## src/hdl/quaternion_to_euler_angles_core_macros.svh

```systemverilog
// Assertion macros shared by the quaternion to Euler angle RTL.
`ifndef QUATERNION_TO_EULER_ANGLES_CORE_MACROS_SVH
`define QUATERNION_TO_EULER_ANGLES_CORE_MACROS_SVH
`ifndef NO_ASSERTIONS
`define Q2E_ASSERT_IMP(lbl, ante, cons, msg) \
	lbl: assert property (@(posedge clk) disable iff (!arst_n) (ante) |-> (cons)) else $error(msg);
`define Q2E_ASSERT_NXT(lbl, ante, cons, msg) \
	lbl: assert property (@(posedge clk) disable iff (!arst_n) (ante) |=> (cons)) else $error(msg);
`else
`define Q2E_ASSERT_IMP(lbl, ante, cons, msg)
`define Q2E_ASSERT_NXT(lbl, ante, cons, msg)
`endif
`endif

```

## src/hdl/q2e_pkg.sv

```systemverilog
// Types, constants and angle table for the quaternion to Euler angle core.
package q2e_pkg;
	localparam int DATA_WIDTH_DEF = 16;
	localparam int Q14_W = 16;
	localparam int PROD_W = 32;
	localparam int SUM_W = 36;
	localparam int SQ_ROOT_W = 27;
	localparam int SQ_REM_W = SQ_ROOT_W + 2;
	localparam int SQ_OP_W = 2 * SQ_ROOT_W;
	localparam int SQ_SHIFT = 20;
	localparam int CX_W = 38;
	localparam int Z_W = 24;
	localparam int RND_W = Z_W + 2;
	localparam int CORDIC_STEPS = 16;
	localparam logic signed [Z_W-1:0] PI_Q20 = 24'sd3294199;
	localparam logic signed [RND_W-1:0] HALF_PI_Q20 = 26'sd1647099;
	localparam logic signed [SUM_W-1:0] ONE_Q28 = 36'sd268435456;
	localparam logic signed [RND_W-1:0] ANG_MAX = 26'sd12868;
	localparam logic signed [RND_W-1:0] PITCH_MAX = 26'sd6434;

	typedef struct packed {
		logic [SQ_REM_W-1:0]  rem;
		logic [SQ_ROOT_W-1:0] root;
		logic [SQ_OP_W-1:0]   op;
	} sq_state_t;

	typedef struct packed {
		logic signed [CX_W-1:0] x;
		logic signed [CX_W-1:0] y;
		logic signed [Z_W-1:0]  z;
		logic                   zero;
	} cd_state_t;

	// atan(2^-i) in Q.20
	function automatic logic signed [Z_W-1:0] atan_q20(input int i);
		case (i)
			0: atan_q20 = 24'sd823550;
			1: atan_q20 = 24'sd486170;
			2: atan_q20 = 24'sd256879;
			3: atan_q20 = 24'sd130396;
			4: atan_q20 = 24'sd65451;
			5: atan_q20 = 24'sd32757;
			6: atan_q20 = 24'sd16383;
			7: atan_q20 = 24'sd8192;
			8: atan_q20 = 24'sd4096;
			9: atan_q20 = 24'sd2048;
			10: atan_q20 = 24'sd1024;
			11: atan_q20 = 24'sd512;
			12: atan_q20 = 24'sd256;
			13: atan_q20 = 24'sd128;
			14: atan_q20 = 24'sd64;
			15: atan_q20 = 24'sd32;
			default: atan_q20 = '0;
		endcase
	endfunction
endpackage

```

## src/hdl/q2e_sqrt_cell.sv

```systemverilog
// One digit cell of the pipelined integer square root.
module q2e_sqrt_cell (
	input  logic                clk,
	input  q2e_pkg::sq_state_t  d,
	output q2e_pkg::sq_state_t  q
);
	import q2e_pkg::*;

	logic [SQ_REM_W+1:0] cand;
	logic [SQ_REM_W+1:0] trial;
	sq_state_t           nxt;

	always_comb begin
		cand = {d.rem, d.op[SQ_OP_W-1 -: 2]};
		trial = {{(SQ_REM_W-SQ_ROOT_W){1'b0}}, d.root, 2'b01};
		nxt.op = {d.op[SQ_OP_W-3:0], 2'b00};
		if (cand >= trial) begin
			nxt.rem = SQ_REM_W'(cand - trial);
			nxt.root = {d.root[SQ_ROOT_W-2:0], 1'b1};
		end else begin
			nxt.rem = cand[SQ_REM_W-1:0];
			nxt.root = {d.root[SQ_ROOT_W-2:0], 1'b0};
		end
	end

	always_ff @(posedge clk) begin
		q <= nxt;
	end
endmodule

```

## config.mk

```make
export PLATFORM = sky130hd
export DESIGN_NAME = q2e_sqrt_cell
export DESIGN_NICKNAME = d
export VERILOG_FILES = /design/src/hdl/quaternion_to_euler_angles_core_macros.svh /design/src/hdl/q2e_pkg.sv /design/src/hdl/q2e_sqrt_cell.sv
export SDC_FILE = /design/constraint.sdc
export NUM_CORES = 1
export LEC_CHECK = 0
export BUFFER_PORTS_ARGS = -buffer_cell sky130_fd_sc_hd__buf_2
export CAP_MARGIN = 20
export CORE_MARGIN = 2
export CORE_UTILIZATION = 44
export CTS_CLUSTER_SIZE = 40
export DETAILED_ROUTE_END_ITERATION = 6
export GPL_ROUTABILITY_DRIVEN = 1
export PLACE_DENSITY = 0.79
export SYNTH_ARGS = -nofsm -noshare
export SYNTH_HDL_FRONTEND = slang
export SYNTH_SLANG_ARGS = --single-unit
```

## constraint.sdc

```tcl
create_clock -name clk -period 3 [get_ports clk]
set_clock_uncertainty 0.15 [all_clocks]
set_input_delay 0.15 -clock clk [delete_from_list [all_inputs] [get_ports clk]]
set_output_delay 0.15 -clock clk [all_outputs]
set_load 0.01 [all_outputs]
```

# Word-level counts from Yosys, hierarchy flattened
# Index checks and enable logic that the tools add are counted.
# totals
ff_bits	108
word_cells	6
input_bits	111
output_inout_bits	110
# op_classes
order_cmp	1
n_mux	1
addsub	1
# ops
op	n
56-bit 2-to-1 mux	1
31-bit by 29-bit greater-or-equal comparator with 1-bit output	1
29-bit subtractor	1

# Depth between registers and ports, before layout
# logic_depth
word_depth	2
depth_mapped	12
depth_no_buf	10

# Worst setup path after synthesis
# No wires, ideal clock.
# synth_timing
kind	input port to flip-flop
start	input d[54] (netlist name)
end	register q[109] (netlist name)
cell_stages	10
path_slack_ps	225
arrival_ps	2504
cell_sequence	inv_1 -> ha_1 -> nor2b_4 -> o31a_1 -> o32a_4 -> o2bb2ai_2 -> or4b_4 -> a311oi_2 -> xnor2_1 -> mux2_4
# synth_lines
item	line	rtl
start, declared	q2e_sqrt_cell.sv:4	input q2e_pkg::sq_state_t d,
end signal, assigned	q2e_sqrt_cell.sv:27	q <= nxt;
end, declared	q2e_sqrt_cell.sv:5	output q2e_pkg::sq_state_t q

==> impl_metrics.ini <==
[final_layout]
regMostFlops = q
finish.instance_area_sq_um = 6750
syn_to_final_growth_pct = 64.6
largest_reg_flops = 108
layout-drive-gt1-share_pct = 37.8
n_antenna_cell = 0
reg.largest.list = q: 108 flops
fin_util_pct = 73.7
nets = 881

[grt]
grt_max_degree = 40
grt_pass1_wl_mm = 20.9
antenna_found_initial = 0
grt_pass1_vias = 4324
grt-ovfl-total = 0
grtUsageTotal_pct = 26.4

[setup_path]
worstPathRequired_ns = 3.13
critPathKind = in -> reg
critical-path-top-delay-family = compound AO/OA/AOI/OAI gates
cp-start-kind = primary input
worst_ep_arrival_time_ns = 3.04
worst-path-max-fanout = 4
worst_path_max_delay_cell = dlygate4sd3_1
cp_num_buf_inv = 3
crit_path_max_incr_delay_ns = 0.53
critPathCaptureType = register
cp_cell_sequence = dlygate4sd3_1 > buf_2 > inv_2 > ha_4 > a211o_1 > o32a_4 > o2bb2ai_2 > or4b_4 > a311oi_2 > xnor2_1 > mux2_4

[clock_tree]
cts_root_buffer = clkbuf_8
htree_levels = 3
clockBufferDepth = 2
clkTransAtPathRegs_ns = 0.11
cts_tree = done
cts_buffers = 9
cts.sinks = 108

[power_and_ir_drop]
p_seq_share_pct = 46.2
p_leak_nw = 3.31
p_total_mw = 3.52
p_sw_share_pct = 29.9
pwr-share-clk_pct = 26.7
power_frac_comb_pct = 27.1
p_int_mw = 2.47
ir_worst_vdd_mv = 0.325
power.density_nw_per_um2 = 522
switchingPower_mw = 1.05

[detailed_routing]
postRouteAntennaNets = 0
via_per_inst = 4.89
drt_iter0_drc = 202
drcViolationCount = 0
first_pass_iters = 4
detail_route.wl_per_cell_um = 16.1
route.vias.total = 4188
drt-total-wl_mm = 13.8

[timing]
period_share_pct = 97.0
setup-violations-final = 0
hold_violations = 0
timing.fmax_ghz = 0.344
slew_viol_final = 0
holdWs_ns = 0.112
layout_min_cycle_time_ns = 2.91

[yosys]
synth_top_area_share_pct = 52.7
ys_seq_area_share_pct = 52.7
async_flop_share_pct = 0
synth_seq_cells = 108
synthFlopType = dfxtp_1
ys_warn_count = 0
post-synth-top-count-cell = dfxtp_1
synth_top_area_cell = dfxtp_1
synthTopCellsByCount = 108 x dfxtp_1, 42 x a21oi_1, 35 x inv_1, 35 x nor2_1, 29 x ha_1
synth.distinct_cells = 48
syn_area_sq_um = 4100
synth_area_leaders = dfxtp_1 53%, ha_1 8.9%, a21oi_1 5.1%
synth_enable_flop_cells = 0
synth_area_per_cell_sq_um = 10.0
syn-instance-count = 408

[floorplanning]
die-area_sq_um = 10100
ios = 221
die_x_um = 101
die_y_um = 101
core_area_sq_um = 9150
rows = 35
start_util_pct = 44.8

[min_path]
hold_class = in -> reg

[run_status]
status = complete, no violations

[placement]
io_buffers = 218
place.gp.congestion = 0.863
post-dp-hpwl_mm = 9.07
place_area_sq_um = 5350

[flow_run]
max-cap-violations = 0
==> kinds of logic after synthesis <==
| kind of cell | share of synthesized area, % |
|---|---|
| other | 0.0915 |
| AO/OA/AOI/OAI | 15.5 |
| adder cells (fa/ha/maj) | 8.85 |
| flip-flops | 52.7 |
| XOR/XNOR | 5.77 |
| buffers and inverters | 5.46 |
| AND/OR/NAND/NOR | 9.55 |
| multiplexers | 2.01 |
==> what timing repair did <==
action | 4_1_cts | 5_1_grt
hold endpoints to repair | 107 | 0
resized for setup | 0 | 30
setup endpoints to repair | 0 | 27
setup buffers | 0 | 3
hold buffers | 107 | 0
==> final timing paths <==
kind / from / endpoint / cells past startpoint
setup / recovery: d[59] / q[109] / 11
hold / removal: d[53] / q[82] / 3
==> final cells by class <==
class	instances	area [sq um]
Clock buffer	10	128
Clock inverter	6	78.8
Fill cell	623	2410
Inverter	35	131
Multi-Input combinational cell	249	1830
Sequential cell	108	2160
Tap cell	111	139
Timing Repair Buffer	338	2280
==> cell usage in the layout (no fill, tap or decap), types with 3 or more instances in the layout <==
| cell type | count |
|---|---|
| a21o_1 | 6 |
| nand4_1 | 4 |
| a21oi_1 | 40 |
| nand3_1 | 9 |
| or3_1 | 4 |
| a31oi_1 | 3 |
| inv_2 | 3 |
| ha_1 | 23 |
| dfxtp_1 | 108 |
| ha_4 | 4 |
| mux2_2 | 6 |
| nand2_1 | 15 |
| clkbuf_8 | 9 |
| dlygate4sd3_1 | 105 |
| xnor2_1 | 17 |
| o21a_1 | 5 |
| o211ai_1 | 3 |
| buf_4 | 14 |
| inv_1 | 32 |
| nor2_1 | 35 |
| nor3_1 | 6 |
| buf_2 | 216 |
| nand2_2 | 3 |
| o21ai_0 | 16 |
| xor2_1 | 10 |
==> power groups by stage <==
stage	Clock, mW	Sequential [mW]	Combinational, mW
after detailed placement	0	1.66	0.793
after global placement	0	1.65	0.777
after floorplan	0	1.74	0.372
after CTS	0.959	1.62	0.908
final	0.939	1.63	0.955
after global routing	1.00	1.64	1.03
==> layer usage <==
| layer | GRT usage [%] | wire length, um | part of all wire (%) | vias up |
|---|---|---|---|---|
| li1 | - | - | - | 2056 |
| met1 | 28.1 | 5260 | 38 | 1946 |
| met2 | 50.1 | 7230 | 52 | 153 |
| met3 | 6.66 | 848 | 6.1 | 33 |
| met5 | 0 | 0 | 0 | - |
| met4 | 9.48 | 459 | 3.3 | 0 |
==> tightest hold or removal path, cell delays in order <==
cell	delay [ns]
dlymetal6s4s_1	0.26
nor2_1	0.08
a21oi_1	0.11
==> stage by stage <==
stage	setup TNS, ns	setup WS [ns]	cells
2_1_floorplan	0	0.225	409
3_3_place_gp	0	0.107	733
3_5_place_dp	0	0.0423	733
4_1_cts	0	0.0220	856
5_1_grt	-0.0135	-0.0101	857
6_report	0	0.0909	857
Power figures use the tool's default switching activity.
