### config.mk
export PLATFORM = sky130hd
export DESIGN_NAME = q2e_cordic_cell
export DESIGN_NICKNAME = d
export VERILOG_FILES = /design/src/hdl/quaternion_to_euler_angles_core_macros.svh /design/src/hdl/q2e_pkg.sv /design/src/hdl/q2e_cordic_cell.sv
export SDC_FILE = /design/constraint.sdc
export NUM_CORES = 1
export LEC_CHECK = 0
export ABC_AREA = 1
export BUFFER_PORTS_ARGS = -buffer_cell sky130_fd_sc_hd__buf_2
export CORE_MARGIN = 1
export CORE_UTILIZATION = 30
export DETAILED_ROUTE_END_ITERATION = 7
export GPL_TIMING_DRIVEN = 1
export PLACE_DENSITY_LB_ADDON = 0.08
export SLEW_MARGIN = 40
export SYNTH_ARGS = -nofsm -noshare
export SYNTH_HDL_FRONTEND = slang
export SYNTH_SLANG_ARGS = --single-unit
### constraint.sdc
create_clock -name clk -period 5.54 [get_ports clk]
set_input_delay 0.277 -clock clk [delete_from_list [all_inputs] [get_ports clk]]
set_output_delay 0.277 -clock clk [all_outputs]
set_load 0.01 [all_outputs]
### src/hdl/quaternion_to_euler_angles_core_macros.svh
// Assertion macros shared by the quaternion to Euler angle RTL.
`ifndef QUATERNION_TO_EULER_ANGLES_CORE_MACROS_SVH
`define QUATERNION_TO_EULER_ANGLES_CORE_MACROS_SVH
`ifndef NO_ASSERTIONS
`define Q2E_ASSERT_IMP(lbl, ante, cons, msg) \
	lbl: assert property (@(posedge clk) disable iff (!arst_n) (ante) |-> (cons)) else $error(msg);
`define Q2E_ASSERT_NXT(lbl, ante, cons, msg) \
	lbl: assert property (@(posedge clk) disable iff (!arst_n) (ante) |=> (cons)) else $error(msg);
`else
`define Q2E_ASSERT_IMP(lbl, ante, cons, msg)
`define Q2E_ASSERT_NXT(lbl, ante, cons, msg)
`endif
`endif

### src/hdl/q2e_pkg.sv
// Types, constants and angle table for the quaternion to Euler angle core.
package q2e_pkg;
	localparam int DATA_WIDTH_DEF = 16;
	localparam int Q14_W = 16;
	localparam int PROD_W = 32;
	localparam int SUM_W = 36;
	localparam int SQ_ROOT_W = 27;
	localparam int SQ_REM_W = SQ_ROOT_W + 2;
	localparam int SQ_OP_W = 2 * SQ_ROOT_W;
	localparam int SQ_SHIFT = 20;
	localparam int CX_W = 38;
	localparam int Z_W = 24;
	localparam int RND_W = Z_W + 2;
	localparam int CORDIC_STEPS = 16;
	localparam logic signed [Z_W-1:0] PI_Q20 = 24'sd3294199;
	localparam logic signed [RND_W-1:0] HALF_PI_Q20 = 26'sd1647099;
	localparam logic signed [SUM_W-1:0] ONE_Q28 = 36'sd268435456;
	localparam logic signed [RND_W-1:0] ANG_MAX = 26'sd12868;
	localparam logic signed [RND_W-1:0] PITCH_MAX = 26'sd6434;

	typedef struct packed {
		logic [SQ_REM_W-1:0]  rem;
		logic [SQ_ROOT_W-1:0] root;
		logic [SQ_OP_W-1:0]   op;
	} sq_state_t;

	typedef struct packed {
		logic signed [CX_W-1:0] x;
		logic signed [CX_W-1:0] y;
		logic signed [Z_W-1:0]  z;
		logic                   zero;
	} cd_state_t;

	// atan(2^-i) in Q.20
	function automatic logic signed [Z_W-1:0] atan_q20(input int i);
		case (i)
			0: atan_q20 = 24'sd823550;
			1: atan_q20 = 24'sd486170;
			2: atan_q20 = 24'sd256879;
			3: atan_q20 = 24'sd130396;
			4: atan_q20 = 24'sd65451;
			5: atan_q20 = 24'sd32757;
			6: atan_q20 = 24'sd16383;
			7: atan_q20 = 24'sd8192;
			8: atan_q20 = 24'sd4096;
			9: atan_q20 = 24'sd2048;
			10: atan_q20 = 24'sd1024;
			11: atan_q20 = 24'sd512;
			12: atan_q20 = 24'sd256;
			13: atan_q20 = 24'sd128;
			14: atan_q20 = 24'sd64;
			15: atan_q20 = 24'sd32;
			default: atan_q20 = '0;
		endcase
	endfunction
endpackage

### src/hdl/q2e_cordic_cell.sv
// One vectoring step of the CORDIC atan2 pipeline.
module q2e_cordic_cell #(
	parameter int STEP = 0
) (
	input  logic                clk,
	input  q2e_pkg::cd_state_t  d,
	output q2e_pkg::cd_state_t  q
);
	import q2e_pkg::*;

	logic signed [CX_W-1:0] dx;
	logic signed [CX_W-1:0] dy;
	cd_state_t              nxt;

	always_comb begin
		dx = d.x >>> STEP;
		dy = d.y >>> STEP;
		nxt.zero = d.zero;
		if (!d.y[CX_W-1]) begin
			nxt.x = d.x + dy;
			nxt.y = d.y - dx;
			nxt.z = d.z + atan_q20(STEP);
		end else begin
			nxt.x = d.x - dy;
			nxt.y = d.y + dx;
			nxt.z = d.z - atan_q20(STEP);
		end
	end

	always_ff @(posedge clk) begin
		q <= nxt;
	end
endmodule

Word-level counts from Yosys, hierarchy flattened --
Cells that the tools add are included.
Operators by class: add/sub/neg operators 5, mux-type cells 1
Operators by type and width (number):
- two-way mux 100 bit | 1
- subtractor 38 bit | 2
- adder 38 bit | 1
- adder 24 x 21 -> 24 bit, second input constant | 1
- subtractor 24 x 21 -> 24 bit, second input constant | 1
Word-level totals: register bits after elaboration 101

Depth between registers and ports, before layout --
Gate-level depths: netlist of the first run.
word-level depth 2, depth in mapped cells 18

Worst setup path after synthesis of the first run --
No wires, ideal clock.
path type input-to-reg, from input port d[62] (netlist name), to register q[17] (netlist name), slack 3.273 ns, setup time 0.122 ns, data arrival time 2.145 ns, stages on the path 11, cells stage by stage inv_1 -> clkbuf_1 -> buf_4 -> ha_1 -> a21oi_1 -> nand2_1 -> a21boi_1 -> o21ai_0 -> nand3_1 -> nand3_1 -> xor2_1
RTL lines:
- from (decl) | RTL line q2e_cordic_cell.sv:6 | input q2e_pkg::cd_state_t d,
- to (signal assigned) | RTL line q2e_cordic_cell.sv:31 | q <= nxt;
- to (decl) | RTL line q2e_cordic_cell.sv:7 | output q2e_pkg::cd_state_t q

==> results.sh, run 1 <==
export IMPL_synth_ff_type="dfxtp_1"
export IMPL_drc=0
export IMPL_worst_path_max_fanout=11
export IMPL_path_clk_slew_ps=110
export IMPL_top_register="q"
export IMPL_routed_wl_mm=49.2
export IMPL_place_area_um2=13300
export IMPL_cts_made_buffers=9
export IMPL_syn_area_per_cell_um2=5.94
export IMPL_grt_pass1_vias=12900
export IMPL_ys_types=49
export IMPL_clkSinkCount=100
export IMPL_clock_path_buffers=2
export IMPL_min_period_ps=2390
export IMPL_dr_total_vias=13200
export IMPL_synth_edf_count=0
export IMPL_hp_class="in -> reg"
export IMPL_final_core_util_pct=35.0
export IMPL_wl_per_cell_um=18.2
export IMPL_port_buffers=202
export IMPL_synthTopCellsByCount="nand2_1 (584), inv_1 (302), nand3_1 (175)"
export IMPL_path_class="in -> reg"
export IMPL_cts_max_level=3
export IMPL_placementRows=72
export IMPL_globalplace_congestion=1.02
export IMPL_cts_root_buf="clkbuf_16"
export IMPL_yosysMostFrequentCell="nand2_1"
export IMPL_synthTopCellsByArea="nand2_1 (18%), dfxtp_1 (17%), ha_1 (15%), inv_1 (9.5%), nand3_1 (7.3%)"
export IMPL_ant_nets=0
export IMPL_p_leak_nw=7.36
export IMPL_peakVddDrop_mv=0.157
export IMPL_crit_top_cell="nand2_1"
export IMPL_synth_area_um2=11900
export IMPL_largest_reg_flops=100
export IMPL_antenna_found_initial=0
export IMPL_path_delay_family="simple AND/OR/NAND/NOR gates"
export IMPL_die_height_um=201
export IMPL_grt_pass1_wl_mm=74.7
export IMPL_finalPower_mw=3.05
export IMPL_yosys_area_top_type="nand2_1"
export IMPL_post_route_period_util_pct=43.1
export IMPL_async_flop_share_pct=0
export IMPL_path_cells="buf_2 > inv_1 > ha_1 > nand2_2 > inv_1 > nand2_1 > nor2_1 > nand2_1 > nand3_1 > nand2_1 > nand2_1 > nand2_1 > nand2_1 > nand2_1 > nand3_1 > nand2_1"
export IMPL_cts_setup_buffers=0
export IMPL_cpPeakStageDelay_ps=530
export IMPL_slew_violations=0
export IMPL_grt_max_degree=70
export IMPL_endpoint_kind="flop"
export IMPL_cts_tree="yes"
export IMPL_rsz0062_at_grt="false"
export IMPL_cp_arrival_ps=2700
export IMPL_drt_iter0_drc=894
export IMPL_drt_pre_antenna_iters=8
export IMPL_die_w_um=201
export IMPL_worst_slew_pin_slew_ps=711
export IMPL_syn_nets=2254
export IMPL_vias_per_cell=4.88
export IMPL_setup_viol=0
export IMPL_finalInstanceArea_um2=13600
export IMPL_dieArea_um2=40500
export IMPL_fmax_ghz=0.419
export IMPL_ys_seq_elements=100
export IMPL_yosys_warnings=0
export IMPL_hold_viol=0
export IMPL_status="complete, no violations"
export IMPL_hold_ws_ps=111
export IMPL_yosysTopAreaCellShare_pct=18.4
export IMPL_grt_util_all_layers_pct=24.2
export IMPL_syn_to_final_growth_pct=14.2
export IMPL_reg_top3="q x100"
export IMPL_power_density_nw_per_um2=224
export IMPL_final_nets=2421
export IMPL_core_area_um2=38900
export IMPL_critPathBufInv=3
export IMPL_grt_overflow_total=0
export IMPL_cap_violations=0
export IMPL_cp_start_kind="primary input"
export IMPL_drive_gt1_share_pct=12.9
export IMPL_yosysSeqAreaShare_pct=16.8
export IMPL_cp_slowest_cell="ha_1"
export IMPL_relSlewSlack_pct=52.6
export IMPL_pin_count=203
export IMPL_n_antenna_cell=0
export IMPL_dp_hpwl_mm=42.1
export IMPL_start_util_pct=30.6
export IMPL_required_ps=5850
export IMPL_synth_cells=2007
export IMPL_tns_ps=0
-- layer usage --
layer	vias up	share of wire [%]	track usage (%)
met4	0	3.3	9.01
met5	-	0	0
met3	68	5.5	4.41
met1	5985	47	32.2
met2	394	44	38.6
li1	6719	-	-
-- power breakdown --
group | leakage (nW) | switching [mW] | internal, mW
clock network | 0.153 | 0.387 | 0.329
registers | 0.844 | 0.0379 | 0.858
logic | 6.37 | 0.980 | 0.463
total | 7.36 | 1.41 | 1.65
-- path summary, 6_finish.rpt --
kind | startpoint | end | slack, ps | cells after the start
setup / recovery | d[32] | q[59] | 3150 | 16
hold / removal | d[2] | q[2] | 110 | 2
-- kinds of logic after synthesis --
logic type      after synthesis  share of synthesized area (%)
buf+inv                     357                           12.5
compound gates              339                           15.5
fa+ha+maj                   145                           15.5
simple gates               1014                           35.8
xor+xnor                     50                           3.67
mux                           2                          0.168
flops                       100                           16.8
-- through the flow --
step | cells | setup WS, ps
2_1_floorplan | 2007 | 3270
3_3_place_gp | 2678 | 2850
3_5_place_dp | 2679 | 2860
4_1_cts | 2697 | 3280
5_1_grt | 2697 | 3040
6_report | 2697 | 3150
-- layout by cell type (no fill, tap or decap), types with 3 or more instances in the layout --
master / n
inv_1: 301
nand2_2: 14
nand3b_1: 3
nor2_2: 23
xnor2_1: 6
o21ai_2: 4
a21boi_0: 4
nor3_1: 17
xor2_1: 44
o22ai_1: 11
ha_1: 141
dfxtp_1: 100
a31oi_1: 4
o21ai_1: 9
nor2_1: 169
a21oi_1: 158
nand3_1: 175
o21ai_0: 110
a21o_1: 10
fa_1: 4
o21bai_1: 18
nand4_1: 12
inv_2: 4
buf_2: 201
nand3_2: 4
nand2_1: 584
clkbuf_16: 9
-- repair_timing --
action	in CTS	in global routing
gates resized for setup	0	0
endpoints found under the setup margin	0	0
hold buffers	2	0
endpoints found under the hold margin	2	0
-- layout make-up --
class,instances,area [um^2]
Sequential cell,100,2000
Inverter,306,1150
Clock inverter,7,88.8
Clock buffer,9,225
Multi-Input combinational cell,1550,8420
Tap cell,518,648
Timing Repair Buffer,207,1070
Fill cell,4439,25300
No activity file was read; power rests on OpenSTA's default activity.
==> run 2: changes to the inputs <==
Clock period 5.54 ns to 1.9 ns, I/O delays scaled along.
==> run 2 against run 1 <==
Clock power rose to 3.2 times the previous value. Sequential share of layout area down 2.9 points. Critical path type unchanged. Highest routed layer unchanged. Global-route usage grew 1.4 points. Sequential power rose to 3.0 times the previous value. Worst setup slack lost 3100 ps. First-iteration DRC count fell by 2.1%.
==> results.sh, run 2 (synthesized netlist as in run 1, its figures left out) <==
export IMPL_layout_setup_ws_ps=76.6
export IMPL_cp_slowest_cell="ha_1"
export IMPL_drc=0
export IMPL_cts_tree="yes"
export IMPL_port_buffers=202
export IMPL_reg_top3="q x100"
export IMPL_path_clk_slew_ps=80
export IMPL_place_area_um2=16400
export IMPL_cp_arrival_ps=2110
export IMPL_worst_slew_pin_slew_ps=712
export IMPL_power_density_nw_per_um2=606
export IMPL_syn_to_final_growth_pct=41.7
export IMPL_grt_overflow_total=0
export IMPL_ant_nets=0
export IMPL_final_common_cell="nand2_1"
export IMPL_place_ws_ps=-430
export IMPL_relSlewSlack_pct=52.5
export IMPL_routed_wl_mm=51.8
export IMPL_pin_count=203
export IMPL_drt_pre_antenna_iters=5
export IMPL_drive_gt1_share_pct=27.7
export IMPL_p_leak_nw=9.37
export IMPL_vias_per_cell=4.69
export IMPL_start_util_pct=30.6
export IMPL_grt_util_all_layers_pct=25.6
export IMPL_status="complete, no violations"
export IMPL_die_w_um=201
export IMPL_largest_reg_flops=100
export IMPL_setup_viol=0
export IMPL_final_nets=2831
export IMPL_final_fill_count=4361
export IMPL_grt_pass1_vias=14500
export IMPL_die_height_um=201
export IMPL_finalInstanceArea_um2=16900
export IMPL_hp_class="in -> reg"
export IMPL_grt_max_degree=75
export IMPL_placementRows=72
export IMPL_clock_path_buffers=2
export IMPL_top_register="q"
export IMPL_path_cells="buf_2 > inv_1 > ha_1 > a21oi_1 > o21ai_0 > a21oi_1 > buf_4 > nor2_1 > nor2_1 > nand3_1 > nand3_1 > nand2_1"
export IMPL_fmax_ghz=0.548
export IMPL_peakVddDrop_mv=0.473
export IMPL_mostFrequentLayoutCells="nand2_1 (580), buf_4 (401), inv_1 (300)"
export IMPL_clkSinkCount=100
export IMPL_dr_total_vias=14600
export IMPL_cp_start_kind="primary input"
export IMPL_wl_per_cell_um=16.7
export IMPL_cpPeakStageDelay_ps=400
export IMPL_dp_hpwl_mm=44.6
export IMPL_n_antenna_cell=0
export IMPL_multi_input_area_um2=8530
export IMPL_register_area_um2=2000
export IMPL_path_class="in -> reg"
export IMPL_min_period_ps=1820
export IMPL_post_route_period_util_pct=96.0
export IMPL_core_area_um2=38900
export IMPL_cap_violations=0
export IMPL_cts_made_buffers=9
export IMPL_place_inst=3085
export IMPL_layoutNonFillerInstCount=3107
export IMPL_cts_root_buf="clkbuf_16"
export IMPL_hold_viol=0
export IMPL_globalplace_congestion=0.964
export IMPL_cts_max_level=3
export IMPL_path_delay_family="compound AO/OA/AOI/OAI gates"
export IMPL_tns_ps=0
export IMPL_critPathBufInv=3
export IMPL_drt_iter0_drc=875
export IMPL_antenna_found_initial=0
export IMPL_slew_violations=0
export IMPL_required_ps=2180
export IMPL_dieArea_um2=40500
export IMPL_worst_path_max_fanout=7
export IMPL_endpoint_kind="flop"
export IMPL_grt_pass1_wl_mm=79.8
## run 2: cell count changes in the layout (fill, tap and decap cells not counted), moves of 4 or more
cell           before  now
nor2_2             23   28
nand2_2            14   18
ha_2                0   10
buf_12              1    6
a21oi_1           158  153
ha_1              141  131
a21oi_2             1    6
buf_4               2  401
nand2_1           584  580
o21ai_1             9   14
dlygate4sd3_1       2    6
o21ai_0           110  105
nor2_1            169  162
## run 2: final timing paths
kind                  endpoint   start  slack (ps)  depth (start not counted)
worst max-delay path     q[92]   d[41]          80                         12
worst min-delay path     q[62]  d[100]          20                          5
## run 2: layout make-up
type,instances,share of cell area [%]
Clock buffer,9,1.33
Tap cell,518,3.84
Clock inverter,7,0.689
Inverter,306,6.80
Sequential cell,100,11.9
Timing Repair Buffer,617,25.0
Multi-Input combinational cell,1550,50.5
## run 2: worst min-delay path, cell delays in order
cell     delay, ps
buf_2          100
nand2_1         50
nand2_1         50
nand2_1         40
nand2_1         60
## run 2: where the power goes
group          leakage [nW]  total, mW  switching (mW)  internal, mW
logic                  8.36       5.32            3.06          2.26
clock network         0.167       2.28            1.08          1.20
registers             0.844       2.65           0.143          2.50
## run 2: through the flow
step / utilization (%) / hold WS (ps) / total power, mW
after floorplan: - / 123 / 5.28
after global placement: 42.1 / 198 / 7.92
after detailed placement: 42.1 / 199 / 7.93
after CTS: 43.1 / 5.50 / 10.3
after global routing: 43.4 / 59.8 / 10.9
final: 43.4 / 24.5 / 10.2
## run 2: what timing repair did
item,4_1_cts,5_1_grt
resized for setup,0,37
setup buffers,0,0
hold endpoints to repair,6,0
hold buffers,6,0
setup endpoints to repair,0,41
## run 2: routing by layer
layer / wire length [um] / track usage [%]
met3: 2300 / 3.58
met4: 813 / 5.95
met1: 25100 / 34.8
met2: 23600 / 42.4
met5: 0 / 0
